File: src/rtl/ps2mc_pkg.sv
// ----------------------------------------------------------------------------
// ps2mc_pkg
// Shared widths, codes and reset values for the PS/2 mouse cursor block.
// ----------------------------------------------------------------------------
package ps2mc_pkg;

    localparam int unsigned ByteW   = 8;
    localparam int unsigned ColW    = 7;
    localparam int unsigned RowW    = 5;
    localparam int unsigned BtnW    = 3;
    localparam int unsigned CfgIdxW = 2;
    localparam int unsigned CfgDatW = 7;
    localparam int unsigned PosW    = 2;

    localparam int unsigned StReadyBit = 0;
    localparam int unsigned StAuxBit   = 5;
    localparam int unsigned SyncBit    = 3;

    localparam logic [ByteW-1:0] AckByte = 8'hFA;

    localparam logic [CfgIdxW-1:0] RegScreenColumns = 2'd0;
    localparam logic [CfgIdxW-1:0] RegScreenRows    = 2'd1;

    localparam logic [ColW-1:0] ResetColumns = 7'd80;
    localparam logic [RowW-1:0] ResetRows    = 5'd25;
    localparam logic [ColW-1:0] ResetCol     = 7'd40;
    localparam logic [RowW-1:0] ResetRow     = 5'd12;

endpackage

File: src/rtl/ps2mc_if.sv
// ----------------------------------------------------------------------------
// ps2mc_if
// Valid/ready channels of the PS/2 mouse cursor block.
// ----------------------------------------------------------------------------
interface ps2mc_req_if;
    logic                         valid;
    logic                         ready;
    logic [ps2mc_pkg::ByteW-1:0]  ctrl_status;
    logic [ps2mc_pkg::ByteW-1:0]  rx_byte;

    modport source (output valid, output ctrl_status, output rx_byte, input ready);
    modport sink   (input valid, input ctrl_status, input rx_byte, output ready);
endinterface

interface ps2mc_rsp_if;
    logic                         valid;
    logic                         ready;
    logic [ps2mc_pkg::BtnW-1:0]   button_bits;
    logic [ps2mc_pkg::ColW-1:0]   cursor_col;
    logic [ps2mc_pkg::RowW-1:0]   cursor_row;
    logic                         packet_applied;

    modport source (output valid, output button_bits, output cursor_col,
                    output cursor_row, output packet_applied, input ready);
    modport sink   (input valid, input button_bits, input cursor_col,
                    input cursor_row, input packet_applied, output ready);
endinterface

interface ps2mc_cfg_if;
    logic                           valid;
    logic                           ready;
    logic [ps2mc_pkg::CfgIdxW-1:0]  index;
    logic [ps2mc_pkg::CfgDatW-1:0]  data;

    modport source (output valid, output index, output data, input ready);
    modport sink   (input valid, input index, input data, output ready);
endinterface

File: src/rtl/ps2_mouse_packet_cursor.sv
// ----------------------------------------------------------------------------
// ps2_mouse_packet_cursor
// Collects three-byte PS/2 mouse packets from controller reads and keeps a
// clamped text-screen cursor and button state.
//
//   channel  dir  payload                                       
//   req      in   ctrl_status, rx_byte                          
//   rsp      out  button_bits, cursor_col, cursor_row, packet_applied
//   cfg      in   index, data (0 screen_columns, 1 screen_rows) 
//
// One transaction per cycle sustained while rsp is ready; the result passes
// through the input register, then the result register.
// A stalled rsp holds the result; req keeps accepting while the input
// register can drain into the result register.
// Reset: cursor 40/12, buttons 0, screen 80x25, packet position 0.
// ----------------------------------------------------------------------------
module ps2_mouse_packet_cursor (
    input  logic               clk,
    input  logic               rst_n,
    ps2mc_req_if.sink          req,
    ps2mc_rsp_if.source        rsp,
    ps2mc_cfg_if.sink          cfg
);

    localparam int unsigned SumW = ps2mc_pkg::ByteW + 1;

    logic                            in_valid_reg;
    logic [ps2mc_pkg::ByteW-1:0]     in_status_reg;
    logic [ps2mc_pkg::ByteW-1:0]     in_byte_reg;

    logic [ps2mc_pkg::ColW-1:0]      cols_reg;
    logic [ps2mc_pkg::RowW-1:0]      rows_reg;

    logic [ps2mc_pkg::PosW-1:0]      pos_reg, pos_next;
    logic [ps2mc_pkg::ByteW-1:0]     pkt0_reg, pkt1_reg;
    logic [ps2mc_pkg::ColW-1:0]      col_reg, col_next;
    logic [ps2mc_pkg::RowW-1:0]      row_reg, row_next;
    logic [ps2mc_pkg::BtnW-1:0]      btn_reg, btn_next;
    logic                            applied_next;

    logic                            out_valid_reg;
    logic [ps2mc_pkg::BtnW-1:0]      out_btn_reg;
    logic [ps2mc_pkg::ColW-1:0]      out_col_reg;
    logic [ps2mc_pkg::RowW-1:0]      out_row_reg;
    logic                            out_applied_reg;

    logic                            advance;
    logic                            take;
    logic signed [SumW-1:0]          col_sum, row_sum;
    logic [ps2mc_pkg::ColW-1:0]      col_top;
    logic [ps2mc_pkg::RowW-1:0]      row_top;

    assign advance   = in_valid_reg && (!out_valid_reg || rsp.ready);
    assign req.ready = !in_valid_reg || advance;
    assign cfg.ready = 1'b1;

    assign take = in_status_reg[ps2mc_pkg::StReadyBit]
               && in_status_reg[ps2mc_pkg::StAuxBit]
               && (in_byte_reg != ps2mc_pkg::AckByte);

    assign col_top = (cols_reg == '0) ? '0 : cols_reg - 1'b1;
    assign row_top = (rows_reg == '0) ? '0 : rows_reg - 1'b1;

    assign col_sum = $signed({2'b00, col_reg}) + $signed({pkt1_reg[7], pkt1_reg});
    assign row_sum = $signed({4'b0000, row_reg}) - $signed({in_byte_reg[7], in_byte_reg});

    always_comb
    begin
        pos_next     = pos_reg;
        col_next     = col_reg;
        row_next     = row_reg;
        btn_next     = btn_reg;
        applied_next = 1'b0;
        if (take)
        begin
            if (pos_reg < 2'd2)
            begin
                pos_next = pos_reg + 1'b1;
            end
            else
            begin
                pos_next = '0;
                if (pkt0_reg[ps2mc_pkg::SyncBit])
                begin
                    applied_next = 1'b1;
                    btn_next     = pkt0_reg[ps2mc_pkg::BtnW-1:0];
                    if (col_sum[SumW-1])
                        col_next = '0;
                    else if (col_sum > $signed({2'b00, col_top}))
                        col_next = col_top;
                    else
                        col_next = col_sum[ps2mc_pkg::ColW-1:0];
                    if (row_sum[SumW-1])
                        row_next = '0;
                    else if (row_sum > $signed({4'b0000, row_top}))
                        row_next = row_top;
                    else
                        row_next = row_sum[ps2mc_pkg::RowW-1:0];
                end
            end
        end
    end

    always_ff @(posedge clk or negedge rst_n)
    begin
        if (!rst_n)
        begin
            in_valid_reg  <= 1'b0;
            out_valid_reg <= 1'b0;
            cols_reg      <= ps2mc_pkg::ResetColumns;
            rows_reg      <= ps2mc_pkg::ResetRows;
            pos_reg       <= '0;
            col_reg       <= ps2mc_pkg::ResetCol;
            row_reg       <= ps2mc_pkg::ResetRow;
            btn_reg       <= '0;
        end
        else
        begin
            if (req.ready)
                in_valid_reg <= req.valid;
            if (advance)
                out_valid_reg <= 1'b1;
            else if (rsp.ready)
                out_valid_reg <= 1'b0;
            if (advance)
            begin
                pos_reg <= pos_next;
                col_reg <= col_next;
                row_reg <= row_next;
                btn_reg <= btn_next;
            end
            if (cfg.valid)
            begin
                case (cfg.index)
                    ps2mc_pkg::RegScreenColumns: cols_reg <= cfg.data;
                    ps2mc_pkg::RegScreenRows:    rows_reg <= cfg.data[ps2mc_pkg::RowW-1:0];
                    default: ;
                endcase
            end
        end
    end

    always_ff @(posedge clk)
    begin
        if (req.valid && req.ready)
        begin
            in_status_reg <= req.ctrl_status;
            in_byte_reg   <= req.rx_byte;
        end
        if (advance && take && (pos_reg == 2'd0))
            pkt0_reg <= in_byte_reg;
        if (advance && take && (pos_reg == 2'd1))
            pkt1_reg <= in_byte_reg;
        if (advance)
        begin
            out_btn_reg     <= btn_next;
            out_col_reg     <= col_next;
            out_row_reg     <= row_next;
            out_applied_reg <= applied_next;
        end
    end

    assign rsp.valid          = out_valid_reg;
    assign rsp.button_bits    = out_btn_reg;
    assign rsp.cursor_col     = out_col_reg;
    assign rsp.cursor_row     = out_row_reg;
    assign rsp.packet_applied = out_applied_reg;

endmodule

File: src/flat_wrapper.sv
// flat-port wrapper written by rule: the top's interface ports become plain ports
module ps2_mouse_packet_cursor_flat 
  (clk, rst_n, req_valid, req_ctrl_status, req_rx_byte, req_ready, rsp_valid, rsp_button_bits, rsp_cursor_col, rsp_cursor_row, rsp_packet_applied, rsp_ready, cfg_valid, cfg_index, cfg_data, cfg_ready);
  ps2mc_req_if req_i ();
  ps2mc_rsp_if rsp_i ();
  ps2mc_cfg_if cfg_i ();
  input  logic clk;
  input  logic rst_n;
  input wire logic [$bits(req_i.valid)-1:0] req_valid;
  input wire logic [$bits(req_i.ctrl_status)-1:0] req_ctrl_status;
  input wire logic [$bits(req_i.rx_byte)-1:0] req_rx_byte;
  output wire logic [$bits(req_i.ready)-1:0] req_ready;
  output wire logic [$bits(rsp_i.valid)-1:0] rsp_valid;
  output wire logic [$bits(rsp_i.button_bits)-1:0] rsp_button_bits;
  output wire logic [$bits(rsp_i.cursor_col)-1:0] rsp_cursor_col;
  output wire logic [$bits(rsp_i.cursor_row)-1:0] rsp_cursor_row;
  output wire logic [$bits(rsp_i.packet_applied)-1:0] rsp_packet_applied;
  input wire logic [$bits(rsp_i.ready)-1:0] rsp_ready;
  input wire logic [$bits(cfg_i.valid)-1:0] cfg_valid;
  input wire logic [$bits(cfg_i.index)-1:0] cfg_index;
  input wire logic [$bits(cfg_i.data)-1:0] cfg_data;
  output wire logic [$bits(cfg_i.ready)-1:0] cfg_ready;
  assign req_i.valid = req_valid;
  assign req_i.ctrl_status = req_ctrl_status;
  assign req_i.rx_byte = req_rx_byte;
  assign req_ready = req_i.ready;
  assign rsp_valid = rsp_i.valid;
  assign rsp_button_bits = rsp_i.button_bits;
  assign rsp_cursor_col = rsp_i.cursor_col;
  assign rsp_cursor_row = rsp_i.cursor_row;
  assign rsp_packet_applied = rsp_i.packet_applied;
  assign rsp_i.ready = rsp_ready;
  assign cfg_i.valid = cfg_valid;
  assign cfg_i.index = cfg_index;
  assign cfg_i.data = cfg_data;
  assign cfg_ready = cfg_i.ready;
  ps2_mouse_packet_cursor u_core (.clk(clk), .rst_n(rst_n), .req(req_i), .rsp(rsp_i), .cfg(cfg_i));
endmodule
File: config.mk
export PLATFORM = sky130hd
export DESIGN_NAME = ps2_mouse_packet_cursor_flat
export DESIGN_NICKNAME = d
export VERILOG_FILES = /design/src/rtl/ps2mc_pkg.sv /design/src/rtl/ps2mc_if.sv /design/src/rtl/ps2_mouse_packet_cursor.sv /design/src/flat_wrapper.sv
export SDC_FILE = /design/constraint.sdc
export NUM_CORES = 1
export LEC_CHECK = 0
export ABC_AREA = 1
export BUFFER_PORTS_ARGS = -buffer_cell sky130_fd_sc_hd__buf_2
export CAP_MARGIN = 5
export CORE_MARGIN = 5
export CORE_UTILIZATION = 58
export DETAILED_ROUTE_END_ITERATION = 12
export PLACE_DENSITY = 0.8
export SLEW_MARGIN = 10
export SYNTH_ARGS = -nofsm -noshare
export SYNTH_HDL_FRONTEND = slang
export SYNTH_SLANG_ARGS = --single-unit
File: constraint.sdc
create_clock -name clk -period 3.6 [get_ports clk]
set_clock_uncertainty 0.1 [all_clocks]
set_input_delay 0.36 -clock clk [delete_from_list [all_inputs] [get_ports clk]]
set_output_delay 0.36 -clock clk [all_outputs]
set_load 0.02 [all_outputs]
==> summary.md <==
| Metric | Value |
|---|---|
| Status | `finished, final reports clean` |
| DRT met1 WL | `3.24 mm` |
| Slowest CP cell | `fa_1` |
| Met3 wire len | `257 um` |
| Data arrival, critical path | `3.26 ns` |
| Clock power frac | `0.200` |
| Slew at the pin closest to its max-slew limit | `0.750 ns` |
| Synth Flop Type | `edfxtp_1` |
| Net Count, Synth | `497` |
| Inserted Diodes | `0` |
| Critical-path cell list | `ha_1 > fa_1 > nand3_1 > nand2_1 > a21oi_1 > o21bai_2 > xor2_1 > inv_1 > ha_1 > nand2_1 > o21bai_1 > nand2_1 > nand2_1 > nand2_4 > o211ai_1 > nand2_2` |
| Core Region | `6460 um^2` |
| Maximum clock frequency | `0.306 GHz` |
| Worst Setup Start Kind | `flop` |
| 1st-iter DRT viols | `133` |
| Launch point of the worst path | `u_core.col_reg[0]` |
| Gr usage total | `0.195` |
| First-pass GRT wire length | `13.2 mm` |
| Initial antenna violation count | `0` |
| Routed via count | `3,018` |
| Filler Cell Count | `510` |
| Num Clock Sinks | `69` |
| Top Family by Delay on Critical Path | `adder cells` |
| Clk slew on worst S/H paths | `0.08 ns` |
| H-tree depth | `3` |
| Post-CTS Setup Inserts | `0` |
| Flop-to-flop setup slack | `0.33 ns` |
| Sw Share | `0.411` |
| Rel. slew slack | `0.500` |
| RR Endpoint | `u_core.rsp.cursor_col[2]` |
| Final-report setup violation count | `0` |
| # nets final | `547` |
| CP Class | `flop to flop` |
| FF+latch count, synth | `69` |
| Mapped Cells | `438` |
| Max layer used | `met4` |
| Worst hold margin | `0.0757 ns` |
| Peak VDD IR | `0.382 mV` |
| Tmin final | `3.27 ns` |
| Min-delay worst type | `input port to flop` |
| TritonCTS buffer count | `9` |
| IO Pins | `49` |
| Clock root buffer | `clkbuf_8` |
| Initial core utilization | `0.603` |
| Reg2Reg Depth | `16` |
| Sequential share of the synthesized area | `0.495` |
| Fin. Hold Viols | `0` |
| Most frequent cells in the layout | `142 x nand2_1, 53 x inv_1, 41 x buf_2` |
| TritonCTS clock tree | `built` |
| Mapped Area | `3890 um^2` |
| GRT overflow | `0` |
| Post-route DRC | `0` |
| Post-synth EDFFs | `38` |
| # port buffers | `41` |
| DP Wirelength | `5.76 mm` |
| Final Cycle Share | `0.909` |
| Commonest non-fill, non-tap cell in the layout | `nand2_1` |
| Internal power | `1.77 mW` |
| CP peak stage delay | `0.41 ns` |
| Die Wd | `92.0 um` |
| Worst skew pair latency | `0.35 ns` |
| Synth cell types | `40` |
| Largest net degree at the start of global routing | `32` |
| Sequential share of power | `0.382` |
| Leakage | `2.23 nW` |
| Max-Cap Viols | `0` |
| Share of cells above drive strength 1 | `0.197` |
| Die span in y | `92.0 um` |
| Detail Route Antenna Nets | `0` |
| Worst path required time | `3.59 ns` |
| Worst path bufs/invs | `1` |
| Area Growth Syn to Fin | `12.5%` |
| Crit path depth | `16` |
| Psw | `1.24 mW` |
| Drt pass-1 iters | `5` |
| Die Area | `8450 um^2` |
| Clock Path Buffers | `2` |
| Post-route setup TNS | `0 ns` |
| Rows | `29` |
| Final max-slew violation count | `0` |
| Ys async rst share | `0.449` |
| CP endpoint | `u_core.rsp.cursor_col[2]` |
| Worst r2r src | `u_core.col_reg[0]` |
| Yosys warning count | `0` |
| Via density | `5.29` |
| Setup crit end kind | `flop` |
| Global placement routability congestion | `0.891` |
| Wire length per cell | `13.2 um` |
| Vias in the first global route | `2,931` |
| Crit path max fanout | `10` |
| Final WL | `7.55 mm` |
| PD cells | `686 nW/um^2` |
| Unrepaired setup endpoints after global routing | `no` |
| Post-synthesis average cell area | `8.89 um^2` |
| WL met2 | `3.86 mm` |
| CP dominant cell by count | `nand2_1` |
| Gate power share | `0.418` |
## power by group through the flow
stage,registers [mW],logic (mW),clock network (mW)
after floorplan,1.20,0.911,0
after global placement,1.16,1.19,0
after detailed placement,1.16,1.24,0
after CTS,1.15,1.26,0.612
after global routing,1.17,1.45,0.649
final,1.15,1.26,0.601
## cell usage after synthesis, drive strengths merged (3+ instances only)
master / n / area, um^2
a21oi: 18 / 90.1
nand3: 29 / 150
ha: 27 / 338
buf: 3 / 22.5
edfxtp: 38 / 1140
nand4: 5 / 52.6
inv: 57 / 214
o21bai: 3 / 26.3
nor3: 4 / 25.0
dfstp: 9 / 236
nand2: 154 / 618
nor2: 18 / 80.1
or2: 3 / 18.8
dfrtp: 22 / 551
nor4: 3 / 25.0
xor2: 8 / 70.1
o21ai: 21 / 105
## stage by stage
step	area, um^2	worst slack, ns	utilization	power (mW)	instances
global placement	4180	0.504	0.647	2.34	553
CTS	4380	0.327	0.678	3.02	570
finish	4380	0.329	0.678	3.01	570
floorplan	3890	0.712	-	2.11	438
global route	4380	0.0702	0.678	3.27	570
detailed placement	4180	0.347	0.647	2.41	553
## worst min path at each step
stage	startpoint	to	slack, ns	depth (start not counted)
2_1_floorplan	rst_n	u_core.btn_reg[0]	-0.04	0
3_3_place_gp	u_core.in_byte_reg[4]	u_core.pkt1_reg[4]	0.35	0
3_5_place_dp	rst_n	u_core.row_reg[1]	0.35	1
4_1_cts	req_rx_byte[2]	u_core.in_byte_reg[2]	0.06	1
5_1_grt	req_rx_byte[3]	u_core.in_byte_reg[3]	0.06	1
6_report	req_rx_byte[0]	u_core.in_byte_reg[0]	0.08	1
## routing by layer
| layer | GRT usage | up-vias |
|---|---|---|
| met5 | 0 | - |
| met4 | 0.0879 | 0 |
| met3 | 0.0401 | 17 |
| met2 | 0.344 | 55 |
| met1 | 0.228 | 1404 |
| li1 | - | 1542 |
## what timing repair did
item	in CTS	in global routing
gates resized for setup	0	0
hold buffers	1	0
hold endpoints to repair	22	0
## area by class of cell
| type | count | area (um^2) | area share |
|---|---|---|---|
| Timing Repair Buffer | 44 | 230 | 0.0526 |
| Multi-Input combinational cell | 305 | 1710 | 0.391 |
| Tap cell | 77 | 96.3 | 0.0220 |
| Clock buffer | 9 | 124 | 0.0283 |
| Inverter | 59 | 223 | 0.0508 |
| Clock inverter | 7 | 65.1 | 0.0149 |
| Sequential cell | 69 | 1930 | 0.440 |
## logic make-up (layout without fill, tap and decap cells)
| family | Yosys count | in the layout | share of synthesized area |
|---|---|---|---|
| xor gates and xnor gates | 8 | 8 | 0.0180 |
| and+or+nand+nor | 218 | 218 | 0.253 |
| buffers and inverters | 64 | 119 | 0.0649 |
| AOI/OAI and AO/OA | 48 | 48 | 0.0684 |
| DFF | 69 | 69 | 0.495 |
| other | 1 | 1 | 0.000963 |
| adders and majority gates | 29 | 29 | 0.0970 |
| muxes | 1 | 1 | 0.00289 |
(Power assumes the default switching activity.)
